$ cat src/hw/rtl/lcg_random_modulo_unit_assert.svh
// assertion macros shared by the generator rtl
`ifndef LCG_RANDOM_MODULO_UNIT_ASSERT_SVH
`define LCG_RANDOM_MODULO_UNIT_ASSERT_SVH

// same-cycle implication, checked outside reset
`define LCG_RM_ASSERT_SAME(label, clk, rst_n, ante, cons, msg) \
    label: assert property (@(posedge clk) disable iff (!rst_n) (ante) |-> (cons)) \
        else $error(msg);

// next-cycle implication, checked outside reset
`define LCG_RM_ASSERT_NEXT(label, clk, rst_n, ante, cons, msg) \
    label: assert property (@(posedge clk) disable iff (!rst_n) (ante) |=> (cons)) \
        else $error(msg);

`endif

$ cat src/hw/rtl/lcg_rm_pkg.sv
// package: constants, types and states of the lcg random modulo unit
package lcg_rm_pkg;

    localparam int MOD_W = 32;
    localparam int RAW_W = 15;
    localparam int RAW_LSB = 16;
    localparam int CNT_W = $clog2(RAW_W);

    localparam logic [31:0] LCG_SEED = 32'd83838383;
    localparam logic [31:0] LCG_MULT = 32'd214013;
    localparam logic [31:0] LCG_INC = 32'd2531011;

    typedef enum logic [1:0] {
        ST_IDLE,
        ST_RUN,
        ST_HOLD
    } state_t;

    typedef struct packed {
        logic start;
    } div_ctrl_t;

    typedef struct packed {
        logic busy;
        logic done;
    } div_status_t;

endpackage

$ cat src/hw/rtl/lcg_rm_req_if.sv
// request channel: valid, ready and the modulus of one item
interface lcg_rm_req_if;
    logic valid;
    logic ready;
    logic [lcg_rm_pkg::MOD_W-1:0] modulus;

    modport source (output valid, output modulus, input ready);
    modport sink (input valid, input modulus, output ready);
endinterface

$ cat src/hw/rtl/lcg_rm_rsp_if.sv
// result channel: valid, ready and the random value of one item
interface lcg_rm_rsp_if;
    logic valid;
    logic ready;
    logic [lcg_rm_pkg::RAW_W-1:0] random_value;

    modport source (output valid, output random_value, input ready);
    modport sink (input valid, input random_value, output ready);
endinterface

$ cat src/hw/rtl/lcg_random_modulo_unit.sv
// top level: lcg state update, request and result channels, serial remainder
//
// channel  dir  payload
// req      in   modulus[31:0]
// rsp      out  random_value[14:0]
//
// from acceptance to its result an item passes a start cycle, the
// one-bit-per-cycle remainder loop over the 15 raw bits, and the output load
// req.ready is high only while no item is in work, so items never overlap in work
// the state advances on acceptance
// a result waits in the output register while the next item is accepted
// reset loads the seed 83838383 at once, no clearing pass
`include "lcg_random_modulo_unit_assert.svh"

module lcg_random_modulo_unit (
    input logic         clk,
    input logic         rst_n,
    lcg_rm_req_if.sink  req,
    lcg_rm_rsp_if.source rsp
);

    lcg_rm_pkg::state_t           state_reg;
    lcg_rm_pkg::state_t           state_next;
    logic [31:0]                  gen_state_reg;
    logic [31:0]                  gen_state_next;
    logic [lcg_rm_pkg::MOD_W-1:0] modulus_reg;
    logic                         start_reg;
    logic                         out_valid_reg;
    logic                         out_valid_next;
    logic [lcg_rm_pkg::RAW_W-1:0] out_data_reg;
    logic                         accept;
    logic                         load_out;

    lcg_rm_pkg::div_ctrl_t        div_ctrl;
    lcg_rm_pkg::div_status_t      div_status;
    logic [lcg_rm_pkg::RAW_W-1:0] div_rem;

    assign accept = req.valid && req.ready;
    assign gen_state_next = gen_state_reg * lcg_rm_pkg::LCG_MULT + lcg_rm_pkg::LCG_INC;

    always_comb
    begin
        state_next = state_reg;
        load_out   = 1'b0;
        req.ready  = 1'b0;
        case (state_reg)
            lcg_rm_pkg::ST_IDLE:
            begin
                req.ready = 1'b1;
                if (req.valid)
                begin
                    state_next = lcg_rm_pkg::ST_RUN;
                end
            end
            lcg_rm_pkg::ST_RUN:
            begin
                if (div_status.done)
                begin
                    if (!out_valid_reg || rsp.ready)
                    begin
                        load_out   = 1'b1;
                        state_next = lcg_rm_pkg::ST_IDLE;
                    end
                    else
                    begin
                        state_next = lcg_rm_pkg::ST_HOLD;
                    end
                end
            end
            lcg_rm_pkg::ST_HOLD:
            begin
                if (!out_valid_reg || rsp.ready)
                begin
                    load_out   = 1'b1;
                    state_next = lcg_rm_pkg::ST_IDLE;
                end
            end
            default:
            begin
                state_next = lcg_rm_pkg::ST_IDLE;
            end
        endcase
    end

    always_comb
    begin
        if (load_out)
        begin
            out_valid_next = 1'b1;
        end
        else if (rsp.ready)
        begin
            out_valid_next = 1'b0;
        end
        else
        begin
            out_valid_next = out_valid_reg;
        end
    end

    always_ff @(posedge clk or negedge rst_n)
    begin
        if (!rst_n)
        begin
            state_reg     <= lcg_rm_pkg::ST_IDLE;
            gen_state_reg <= lcg_rm_pkg::LCG_SEED;
            start_reg     <= 1'b0;
            out_valid_reg <= 1'b0;
        end
        else
        begin
            state_reg     <= state_next;
            start_reg     <= accept;
            out_valid_reg <= out_valid_next;
            if (accept)
            begin
                gen_state_reg <= gen_state_next;
            end
        end
    end

    always_ff @(posedge clk)
    begin
        if (accept)
        begin
            modulus_reg <= req.modulus;
        end
        if (load_out)
        begin
            out_data_reg <= div_rem;
        end
    end

    assign div_ctrl.start = start_reg;

    lcg_rm_div u_div (
        .clk       (clk),
        .rst_n     (rst_n),
        .ctrl      (div_ctrl),
        .raw       (gen_state_reg[lcg_rm_pkg::RAW_LSB +: lcg_rm_pkg::RAW_W]),
        .divisor   (modulus_reg),
        .status    (div_status),
        .remainder (div_rem)
    );

    assign rsp.valid = out_valid_reg;
    assign rsp.random_value = out_data_reg;

    `LCG_RM_ASSERT_NEXT(a_accept_run, clk, rst_n, accept,
        state_reg == lcg_rm_pkg::ST_RUN && div_ctrl.start, "accept did not start work")
    `LCG_RM_ASSERT_SAME(a_done_in_run, clk, rst_n, div_status.done,
        state_reg == lcg_rm_pkg::ST_RUN, "remainder done outside run")
    `LCG_RM_ASSERT_NEXT(a_load_valid, clk, rst_n, load_out, out_valid_reg,
        "loaded result not shown")

endmodule

$ cat src/hw/rtl/lcg_rm_div.sv
// bit-serial restoring remainder of the 15-bit raw value by the modulus
`include "lcg_random_modulo_unit_assert.svh"

module lcg_rm_div (
    input  logic                            clk,
    input  logic                            rst_n,
    input  lcg_rm_pkg::div_ctrl_t           ctrl,
    input  logic [lcg_rm_pkg::RAW_W-1:0]    raw,
    input  logic [lcg_rm_pkg::MOD_W-1:0]    divisor,
    output lcg_rm_pkg::div_status_t         status,
    output logic [lcg_rm_pkg::RAW_W-1:0]    remainder
);

    logic [lcg_rm_pkg::RAW_W-1:0] dvd_reg;
    logic [lcg_rm_pkg::RAW_W-1:0] rem_reg;
    logic [lcg_rm_pkg::RAW_W-1:0] mod_reg;
    logic                         big_reg;
    logic                         zero_reg;
    logic [lcg_rm_pkg::CNT_W-1:0] cnt_reg;
    logic                         busy_reg;
    logic                         done_reg;

    logic [lcg_rm_pkg::RAW_W:0]   rem_sh;
    logic [lcg_rm_pkg::RAW_W:0]   rem_sub;
    logic                         take;

    assign rem_sh = {rem_reg, dvd_reg[lcg_rm_pkg::RAW_W-1]};
    assign take = !big_reg && (rem_sh >= {1'b0, mod_reg});
    assign rem_sub = take ? (rem_sh - {1'b0, mod_reg}) : rem_sh;

    always_ff @(posedge clk or negedge rst_n)
    begin
        if (!rst_n)
        begin
            busy_reg <= 1'b0;
            done_reg <= 1'b0;
            cnt_reg  <= '0;
        end
        else
        begin
            done_reg <= 1'b0;
            if (ctrl.start)
            begin
                busy_reg <= 1'b1;
                cnt_reg  <= '0;
            end
            else if (busy_reg)
            begin
                cnt_reg <= cnt_reg + 1'b1;
                if (cnt_reg == lcg_rm_pkg::CNT_W'(lcg_rm_pkg::RAW_W - 1))
                begin
                    busy_reg <= 1'b0;
                    done_reg <= 1'b1;
                end
            end
        end
    end

    always_ff @(posedge clk)
    begin
        if (ctrl.start)
        begin
            dvd_reg  <= raw;
            rem_reg  <= '0;
            mod_reg  <= divisor[lcg_rm_pkg::RAW_W-1:0];
            big_reg  <= |divisor[lcg_rm_pkg::MOD_W-1:lcg_rm_pkg::RAW_W];
            zero_reg <= (divisor == '0);
        end
        else if (busy_reg)
        begin
            dvd_reg <= {dvd_reg[lcg_rm_pkg::RAW_W-2:0], 1'b0};
            rem_reg <= rem_sub[lcg_rm_pkg::RAW_W-1:0];
        end
    end

    assign status.busy = busy_reg;
    assign status.done = done_reg;
    assign remainder = zero_reg ? '0 : rem_reg;

    `LCG_RM_ASSERT_SAME(a_start_idle, clk, rst_n, ctrl.start, !busy_reg, "start while busy")
    `LCG_RM_ASSERT_SAME(a_done_idle, clk, rst_n, done_reg, !busy_reg, "done while busy")
    `LCG_RM_ASSERT_SAME(a_rem_bound, clk, rst_n, done_reg && !big_reg && !zero_reg,
        rem_reg < mod_reg, "remainder not below modulus")

endmodule
$ cat src/flat_wrapper.sv
// flat-port wrapper written by rule: the top's interface ports become plain ports
module lcg_random_modulo_unit_flat 
  (clk, rst_n, req_valid, req_modulus, req_ready, rsp_valid, rsp_random_value, rsp_ready);
  lcg_rm_req_if req_i ();
  lcg_rm_rsp_if rsp_i ();
  input logic clk;
  input logic rst_n;
  input wire logic [$bits(req_i.valid)-1:0] req_valid;
  input wire logic [$bits(req_i.modulus)-1:0] req_modulus;
  output wire logic [$bits(req_i.ready)-1:0] req_ready;
  output wire logic [$bits(rsp_i.valid)-1:0] rsp_valid;
  output wire logic [$bits(rsp_i.random_value)-1:0] rsp_random_value;
  input wire logic [$bits(rsp_i.ready)-1:0] rsp_ready;
  assign req_i.valid = req_valid;
  assign req_i.modulus = req_modulus;
  assign req_ready = req_i.ready;
  assign rsp_valid = rsp_i.valid;
  assign rsp_random_value = rsp_i.random_value;
  assign rsp_i.ready = rsp_ready;
  lcg_random_modulo_unit u_core (.clk(clk), .rst_n(rst_n), .req(req_i), .rsp(rsp_i));
endmodule
$ cat config.mk
export PLATFORM = sky130hd
export DESIGN_NAME = lcg_random_modulo_unit_flat
export DESIGN_NICKNAME = d
export VERILOG_FILES = /design/src/hw/rtl/lcg_rm_pkg.sv /design/src/hw/rtl/lcg_rm_req_if.sv /design/src/hw/rtl/lcg_rm_rsp_if.sv /design/src/hw/rtl/lcg_random_modulo_unit.sv /design/src/hw/rtl/lcg_rm_div.sv /design/src/flat_wrapper.sv
export VERILOG_INCLUDE_DIRS = /design/src /design/src/hw/rtl
export SDC_FILE = /design/constraint.sdc
export NUM_CORES = 1
export LEC_CHECK = 0
export ABC_AREA = 1
export BUFFER_PORTS_ARGS = -buffer_cell sky130_fd_sc_hd__buf_2
export CAP_MARGIN = 20
export CELL_PAD_IN_SITES_DETAIL_PLACEMENT = 2
export CELL_PAD_IN_SITES_GLOBAL_PLACEMENT = 2
export CORE_UTILIZATION = 28
export CTS_CLUSTER_SIZE = 20
export DETAILED_ROUTE_END_ITERATION = 8
export PLACE_DENSITY = 0.67
export SLEW_MARGIN = 10
export SYNTH_ARGS = -nofsm -noshare
export SYNTH_HDL_FRONTEND = slang
export SYNTH_SLANG_ARGS = --single-unit
export TNS_END_PERCENT = 10
$ cat constraint.sdc
create_clock -name clk -period 6.88 [get_ports clk]
set_input_delay 0.344 -clock clk [delete_from_list [all_inputs] [get_ports clk]]
set_output_delay 0.344 -clock clk [all_outputs]
set_load 0.02 [all_outputs]
==> key figures, run 1 <==
Timing
  • Period utilisation layout: 87.1%
  • Hold Fails Final Rpt: 0
  • Worst slew margin: 31.5%
  • Fin Clk Skew: between 0.015 and 0.02 ns
  • Fmax: 167 MHz
  • Fin Setup TNS: 0 ns
  • Setup Viol. Count Final: 0
  • Worst-margin pin slew: 1.03 ns
  • Tmin final: 5.99 ns
  • Pins Over Slew Limit: 0
  • RSZ-0062 raised after global routing: no
  • Worst setup margin: 0.889 ns

Cells and area
  • Fillers: 5587
  • Diodes inserted: 0
  • Max FFs per register: 32
  • Most frequent cells in the layout: 439 x inv_1, 248 x nand2_1, 175 x fa_1, 155 x ha_1, 79 x edfxtp_1
  • Fin util: 31.6%
  • Commonest non-fill, non-tap cell in the layout: inv_1
  • Layout cell share with drive strength beyond 1: 8.89%
  • Layout Nets: 2007
  • Area Overhead vs Synth: 11.6%

Floorplanning
  • Initial core utilization: 28.3%
  • Core area: approximately 0.050 mm2
  • Die Y: 227 um
  • Row count: 82
  • Die area: 0.0514 mm2
  • Die X: around 230 um
  • IO Pins: 53

Critical path
  • CP arrival: 6.34 ns
  • CP cell instances: fa_1, inv_1, fa_1, fa_1, fa_1, inv_1, fa_1, inv_1, fa_1, inv_1, ha_1, a21oi_1, o21ai_0, nand2_1, nand2_1, nand3b_1, or2_1, nand3_1, o21ai_1
  • Slowest stage cell, crit path: dfrtp_1
  • Crit Path Class: register to register
  • R2r endpoint: u_core.gen_state_reg[22]
  • Critical Path Max Stage Delay: 0.59 ns
  • WP buf/inv: 4
  • Reg2Reg Setup Slack: a little under 0.9 ns
  • Critical-path maximum fanout: 8
  • Cell family with most CP delay: adder cells
  • Startpoint types: register
  • Reg2Reg Depth: 19
  • Reg2Reg Launch Point: u_core.gen_state_reg[11]
  • Crit end category: register
  • Most used cell along the critical path: fa_1
  • CP Data Required Time: 7.23 ns

Clock network
  • Post_cts resized: 0
  • Reg clk slew, reported paths: approximately 0.070 ns
  • Htree depth: 4
  • Worst skew pair latency: 0.46 ns
  • Hold_buf cts: 0
  • CTS Buffer Depth: 2
  • TritonCTS Buffers: 17
  • Post-CTS setup buffer count: 0
  • Root buf cell: clkbuf_16
  • TritonCTS clock tree: yes
  • Total clock sinks: approximately 140

Drt
  • Final WL: 44.0 mm
  • Via Count: between 10000 and 15000
  • TritonRoute pass-1 iters: 6
  • WL per Instance: 18.9 um
  • Vias/cell: 4.47
  • DRC violation count after routing: 1
  • Initial DRC count: between 300 and 400
  • DRT antenna net count: 0

Global routing
  • Global Route Usage Sum: 18.3%
  • Largest net degree at the start of global routing: 74
  • Met1 Use GR: a little under a quarter
  • GR Util met3: around 2.4%
  • Global-route wire length before repair: 70.2 mm
  • GRT Max-Usage Layer: met2
  • GR Overflow Total: 0
  • Grt met2 use: 32.2%
  • Vias in the first global route: 12190
  • Initial antenna violation count: 1

Job
  • Number of max-cap violations: 0

Synth
  • Area contributors post-synth: fa_1 25%, edfxtp_1 17%, ha_1 14%
  • Post-synth ARST share: 30.4%
  • Number of synthesized flops with an enable pin: 79
  • Yosys reg bits: 135
  • Syn nets: 1946
  • Post-Synthesis Cells: 1580
  • Seq/Total Area, Yosys: 26.3%
  • Main synth FF type: edfxtp_1
  • Synthesis warning total: 0
  • Post-Syn Area: around 0.014 mm2
  • Top cell type by total area after synthesis: fa_1
  • Syn avg cell area: 8.96 um2
  • Distinct cells, synth: 51
  • Top-area cell type share of the netlist area: 24.8%

Place
  • Port bufs: 52
  • GPL Wtd Cong: 0.861
  • HPWL Detailed: 37.1 mm
  • Place WS: 0.858 ns

Min path
  • Hold/Removal Path Class: input pin to asynchronous set/reset pin

Status
  • Status: finished, violations left
  • Failing checks: DRC
## cell families (layout without fill, tap and decap cells)
group | after synthesis | after routing | share of synthesized area, %
fa+ha+maj | 330 | 330 | 38.5
xor+xnor | 30 | 30 | 1.86
simple gates | 466 | 466 | 14.7
compound gates | 161 | 161 | 6.22
flops | 135 | 135 | 26.3
buf+inv | 458 | 532 | 12.5
## worst register-to-register path, cell delays in order, from the launching register on
cell and delay (ns):
dfrtp_1 0.59, fa_1 0.51, inv_1 0.20, fa_1 0.50
fa_1 0.54, fa_1 0.53, inv_1 0.06, fa_1 0.48
inv_1 0.06, fa_1 0.57, inv_1 0.06, ha_1 0.35
a21oi_1 0.29, o21ai_0 0.22, nand2_1 0.11, nand2_1 0.08
nand3b_1 0.24, or2_1 0.25, nand3_1 0.14, o21ai_1 0.10
## routing by layer
| metal | up-vias | part of all wire (%) | wire length [um] |
|---|---|---|---|
| met3 | 39 | 2.1 | 922 |
| met4 | 0 | 1.7 | 756 |
| met1 | 5296 | 46 | 20100 |
| li1 | 4977 | - | - |
| met2 | 87 | 50 | 22200 |
| met5 | - | 0 | 0 |
## final cells by class
class	instances	area (um2)	area share [%]
multi-input combinational	987	8660	54.8
sequential	135	3720	23.6
inverter	442	1660	10.5
tap	672	841	5.32
clock buffer	19	433	2.74
timing repair buffer	58	305	1.93
clock inverter	13	170	1.08
## synth_stat cells, drive strengths merged (2+ instances only)
library cell,n
inv,441
nand2,267
fa,175
ha,155
edfxtp,79
nand3,74
o21ai,73
nor2,72
a21oi,59
dfrtp,23
dfstp,18
xor2,18
dfxtp,15
or2,14
nand4,13
nor3,12
xnor2,12
clkbuf,10
a21o,9
nor4,9
o21bai,6
buf,4
o22ai,4
a31oi,3
o211ai,3
nand3b,2
## through the flow
stage	instance area (um2)	hold WS [ns]	cells
after detailed placement	15200	0.444	2294
after global routing	15800	0.0441	2326
after CTS	15800	0.0291	2326
after global placement	15200	0.436	2294
after floorplan	14200	0.0484	1580
final	15800	0.0179	2326
## worst max path at each step
stage / slack (ns) / end / start / depth (start not counted)
after global routing: 0.59 / u_core.gen_state_reg[18] / u_core.gen_state_reg[11] / 18
after CTS: 0.80 / u_core.gen_state_reg[22] / u_core.gen_state_reg[11] / 19
after global placement: 0.95 / u_core.gen_state_reg[22] / u_core.gen_state_reg[11] / 19
after floorplan: 1.86 / u_core.gen_state_reg[25] / u_core.gen_state_reg[11] / 21
after detailed placement: 0.86 / u_core.gen_state_reg[22] / u_core.gen_state_reg[11] / 19
final: 0.89 / u_core.gen_state_reg[22] / u_core.gen_state_reg[11] / 19
Power of run 1 is not shown: default switching activity piles up to over one toggle a cycle in this logic, so the estimate is an artifact.
==> inputs of run 2 (changes only) <==
- ABC_AREA: 1 -> 0
- PLACE_DENSITY: 0.67 -> 0.65
- REMOVE_ABC_BUFFERS: not set -> 1
==> run 2 against run 1 <==
Worst setup slack got worse by 0.14 ns. Critical endpoint is now u_core.gen_state_reg[29]. Via count decreased by 16%. Largest cell class unchanged. The run still ends with DRC left. Hold slack improved by 0.0076 ns. Non-clock buffer count increased by 2. Count of clock-buffer cells in the layout increased by 1.
==> key figures, run 2 <==
Floorplanning
  • Die X: around 220 um
  • Die area: between 0.04 and 0.05 mm2
  • IO Pins: 53
  • Core area: 0.0468 mm2
  • Die Y: 220 um
  • Initial core utilization: around 29%
  • Row count: just under 80

Global routing
  • Global-route wire length before repair: 59.2 mm
  • GR Overflow Total: 0
  • Vias in the first global route: 10351
  • Global Route Usage Sum: between 10% and 20%
  • Largest net degree at the start of global routing: 55
  • Initial antenna violation count: 0

Cells and area
  • Max FFs per register: 32
  • Area Overhead vs Synth: 11.5%
  • Most frequent cells in the layout: 339 x inv_1, 175 x fa_1, 155 x ha_1, 79 x edfxtp_1, 53 x nand2_1
  • Final std cells w/o fill: just under 2000
  • Diodes inserted: 0
  • Layout Nets: ~1700
  • Layout cell share with drive strength beyond 1: 10.3%
  • Commonest non-fill, non-tap cell in the layout: inv_1

Min path
  • Hold/Removal Path Class: input pin to asynchronous set/reset pin

Synth
  • Synth Area in XOR/XNOR: 4.40%
  • Multiplexer share of the synthesized area: 1.65%
  • Post-synthesis adder-cell area fraction: between 40% and 50%
  • Synth top cells by count: 340 x inv_1, 175 x fa_1, 155 x ha_1
  • Top-area cell type share of the netlist area: 26.3%
  • Seq/Total Area, Yosys: 27.9%
  • Distinct cells, synth: 63
  • Yosys reg bits: about 140
  • Most frequent cell after synthesis: inv_1
  • Main synth FF type: edfxtp_1
  • Syn avg cell area: between 10 and 15 um2
  • Synthesis warning total: 0
  • Post-Synthesis Cells: 1256
  • Top cell type by total area after synthesis: fa_1
  • Post-Synth Simple-Gate Area: 6.86%
  • Post-synth ARST share: 30.4%
  • Area contributors post-synth: fa_1 26%, edfxtp_1 18%, ha_1 15%
  • Largest family of logic cells by synthesized area: adder cells
  • Number of synthesized flops with an enable pin: 79
  • Post-Syn Area: 0.0133 mm2
  • Post-synthesis compound-gate area fraction: 8.07%

Clock network
  • Total clock sinks: 135
  • TritonCTS Buffers: 17
  • Worst skew pair latency: 0.45 ns
  • Post_cts resized: 0
  • Reg clk slew, reported paths: 0.07 ns
  • Post-CTS setup buffer count: 0
  • TritonCTS clock tree: yes
  • Htree depth: 4
  • CTS Buffer Depth: 2
  • Root buf cell: clkbuf_16
  • Hold_buf cts: 0

Critical path
  • CP Data Required Time: about 7.2 ns
  • Most used cell along the critical path: fa_1
  • Startpoint types: register
  • CP cell instances: fa_1, inv_1, fa_1, inv_1, ha_1, fa_1, fa_1, inv_1, fa_1, inv_1, ha_1, a21o_1, a21oi_1, o21a_1, o21ai_0, a221o_1, a31oi_1, xor2_1, o21ai_1
  • Slowest stage cell, crit path: fa_1
  • CP arrival: approximately 6.4 ns
  • Reg2Reg Depth: 19
  • Critical-path maximum fanout: 7
  • Crit Path Class: register to register
  • Critical Path Max Stage Delay: approximately 0.76 ns
  • Crit end category: register

Timing
  • Fmax: between 150 and 200 MHz
  • Worst-margin pin slew: roughly 0.81 ns
  • Setup Viol. Count Final: 0
  • Period utilisation layout: 89.1%
  • Worst slew margin: 45.7%
  • Tmin final: 6.13 ns
  • Pins Over Slew Limit: 0
  • Fin Clk Skew: between 0.01 and 0.015 ns
  • Hold Fails Final Rpt: 0
  • Fin Setup TNS: 0 ns
  • RSZ-0062 raised after global routing: no
  • Worst setup margin: between 0.7 and 0.8 ns

Drt
  • TritonRoute pass-1 iters: 6
  • DRC violation count after routing: 8
  • Via Count: 8753
  • DRT antenna net count: 0
  • Met1 WL: 16.8 mm
  • Met3 routed WL: 711 um
  • DR top layer: met4
  • Vias/cell: 4.52
  • Met2 routed WL: 18.6 mm
  • Final WL: between 30 and 40 mm
  • Initial DRC count: 273
  • WL per Instance: between 15 and 20 um

Status
  • Failing checks: DRC
  • Status: finished, violations left

Place
  • Place WS: 0.767 ns
  • HPWL Detailed: 30.6 mm
  • Placed Cells: 1902
  • GPL Wtd Cong: about 0.82
  • Port bufs: 52

Job
  • Number of max-cap violations: 0
[run 2: area by class of cell]
type                            count  area (um2)
Fill cell                        5086       31900
Timing Repair Buffer               60         328
Clock buffer                       20         437
Inverter                          341        1280
Clock inverter                     12         103
Multi-Input combinational cell    760        8240
Tap cell                          607         759
Sequential cell                   135        3720
[run 2: critical path: cells and delay by family, from the launching register on]
| family | cells | cell delay, ns |
|---|---|---|
| XOR/XNOR | 1 | 0.17 |
| AO/OA/AOI/OAI | 7 | 1.38 |
| buffers and inverters | 4 | 0.28 |
| flip-flops | 1 | 0.55 |
| adder cells (fa/ha/maj) | 7 | 3.59 |
[run 2: metal layers]
layer / track usage (%) / vias up
li1: - / 4129
met1: 21.2 / 4513
met2: 28.5 / 78
met3: 2.08 / 33
met4: 4.97 / 0
met5: 0 / -
[run 2: metrics by stage]
stage	hold WS, ns	util (%)	cell area [um2]
2_1_floorplan	0.0484	-	13200
3_3_place_gp	0.435	30.6	14300
3_5_place_dp	0.438	30.6	14300
4_1_cts	0.0337	31.8	14900
5_1_grt	0.0454	31.8	14900
6_report	0.0255	31.8	14900
[run 2: logic make-up after synthesis]
kind of cell	after synthesis
AOI/OAI and AO/OA	166
xor gates and xnor gates	67
adders and majority gates	330
buffers and inverters	361
DFF	135
muxes	20
and+or+nand+nor	177
[run 2: path summary, 6_finish.rpt]
path                                          from                        to  slack (ns)
min reg2reg                 u_core.modulus_reg[12]  u_core.u_div.mod_reg[12]        0.45
min in group clk                   req_modulus[18]    u_core.modulus_reg[18]        0.07
max reg2reg                u_core.gen_state_reg[9]  u_core.gen_state_reg[29]        0.75
max in group asynchronous                    rst_n           u_core.div_ctrl        6.32
min                                          rst_n   u_core.gen_state_reg[9]        0.03
max                        u_core.gen_state_reg[9]  u_core.gen_state_reg[29]        0.75
Power of run 2 is left out for the same reason.
==> inputs of run 3 (changes only) <==
- ABC_AREA: 0 -> 1
- PLACE_DENSITY: 0.65 -> 0.67
==> run 3 against run 2 <==
Wire length is 20% higher. Final cell count is 20% higher. Hold slack worse by 0.045 ns. Global-route usage is 2.0 points higher. Highest routed layer unchanged. Critical endpoint is now u_core.gen_state_reg[20]. Register-to-register slack better by 0.18 ns. Sequential share of layout area is 1.4 points lower. Die area is 6.0% higher. Worst setup slack better by 0.18 ns. First-iteration DRC count is 42% higher. Core utilization is 0.26 points lower. The run ends with hold timing left.
==> key figures, run 3 (synthesis gave the netlist of run 1 again) <==
Floorplanning
  • Row count: 82
  • Core area: 0.0500 mm2
  • Die area: 0.0514 mm2
  • Initial core utilization: roughly 28%
  • IO Pins: 53
  • Die X: approximately 230 um
  • Die Y: between 200 and 250 um

Drt
  • DRT antenna net count: 0
  • Vias/cell: 4.57
  • Final WL: 44.2 mm
  • DRC violation count after routing: 0
  • Initial DRC count: between 300 and 400
  • TritonRoute pass-1 iters: 4
  • WL per Instance: around 19 um
  • Via Count: 10631

Clock network
  • Htree depth: 4
  • TritonCTS Buffers: 17
  • Post_cts resized: 0
  • Post-CTS setup buffer count: 0
  • TritonCTS clock tree: yes
  • Hold_buf cts: 0
  • Worst skew pair latency: 0.47 ns
  • Root buf cell: clkbuf_16
  • CTS Buffer Depth: 2
  • Total clock sinks: 135
  • Reg clk slew, reported paths: about 0.070 ns

Cells and area
  • Commonest non-fill, non-tap cell in the layout: inv_1
  • Most frequent cells in the layout: 439 x inv_1, 248 x nand2_1, 175 x fa_1, 155 x ha_1, 79 x edfxtp_1
  • Layout cell share with drive strength beyond 1: between 8 and 9%
  • Area Overhead vs Synth: 11.4%
  • Max FFs per register: 32
  • Diodes inserted: 0
  • Layout Nets: 2007

Global routing
  • Global Route Usage Sum: 18.4%
  • Initial antenna violation count: 0
  • GR Overflow Total: 0
  • Global-route wire length before repair: 70.4 mm
  • Vias in the first global route: 12454
  • Largest net degree at the start of global routing: 42

Status
  • Failing checks: hold timing
  • Status: finished, violations left

Timing
  • RSZ-0062 raised after global routing: no
  • Period utilisation layout: 86.5%
  • Fmax: 168 MHz
  • Hold Fails Final Rpt: 1
  • Pins Over Slew Limit: 0
  • Fin Clk Skew: roughly 0.014 ns
  • Fin Setup TNS: 0 ns
  • Tmin final: 5.95 ns
  • Worst slew margin: 34.8%
  • Hold slack: -0.0196 ns
  • Setup Viol. Count Final: 0
  • Worst-margin pin slew: about 0.98 ns

Place
  • GPL Wtd Cong: 0.865
  • HPWL Detailed: 37.8 mm
  • Port bufs: 52

Critical path
  • CP arrival: 6.32 ns
  • Crit end category: register
  • Crit Path Class: register to register
  • CP Data Required Time: just over 7 ns
  • Critical-path maximum fanout: 8
  • Startpoint types: register

Min path
  • Hold/Removal Path Class: input pin to asynchronous set/reset pin

Job
  • Number of max-cap violations: 0
==> run 3: cell types whose count changed in the layout (fill, tap and decap cells not counted), moves of 21 or more <==
cell,change
inv_1,+100
nand3_1,+60
nor2_1,+38
xnor2_1,-28
nor2b_1,-21
nand2_1,+195
==> run 3: critical path, cell delays in order (launching register included) <==
cell and delay [ns]:
dfrtp_1 0.59, fa_1 0.50, inv_1 0.18, fa_1 0.47, fa_1 0.56, fa_1 0.56, inv_1 0.06, fa_1 0.48
inv_1 0.06, fa_1 0.57, inv_1 0.06, ha_1 0.36, a21oi_1 0.30, o21ai_0 0.23, nor2_1 0.15, nand3_1 0.17
or2_2 0.31, nand3_1 0.11, o21ai_0 0.11
==> run 3: area by class of cell <==
cell class	instances	area, um2
Clock buffer	19	433
Fill cell	5639	34200
Tap cell	672	841
Multi-Input combinational cell	987	8660
Clock inverter	13	139
Timing Repair Buffer	58	305
Inverter	442	1660
Sequential cell	135	3720
==> run 3: routing by layer <==
layer	track usage (%)	up-vias	share of wire, %
li1	-	4983	-
met4	5.75	0	2.4
met2	32.3	112	50
met3	2.25	50	2.3
met5	0	-	0
met1	23.2	5486	45
==> run 3: metrics by stage <==
stage	cell area [um2]	setup slack (ns)	util, %	instances	hold WS [ns]
final	15800	0.930	31.5	2326	-0.0196
after global routing	15800	0.657	31.5	2326	0.0352
after CTS	15800	0.881	31.5	2326	0.0233
after detailed placement	15200	0.908	30.4	2294	0.440
after global placement	15200	0.948	30.4	2294	0.428
after floorplan	14000	1.80	-	1564	0.0484
==> run 3: final timing paths <==
path                                           from                        to  slack (ns)  depth (start not counted)
setup / recovery           u_core.gen_state_reg[11]  u_core.gen_state_reg[20]        0.93                         18
max in group asynchronous                     rst_n   u_core.u_div.cnt_reg[3]        6.36                          2
hold reg to reg              u_core.modulus_reg[14]  u_core.u_div.mod_reg[14]        0.45                          0
hold / removal                                rst_n   u_core.gen_state_reg[6]       -0.02                          2
min in group clk                    req_modulus[22]    u_core.modulus_reg[22]        0.05                          1
setup reg to reg           u_core.gen_state_reg[11]  u_core.gen_state_reg[20]        0.93                         18
Power of run 3 is left out for the same reason.
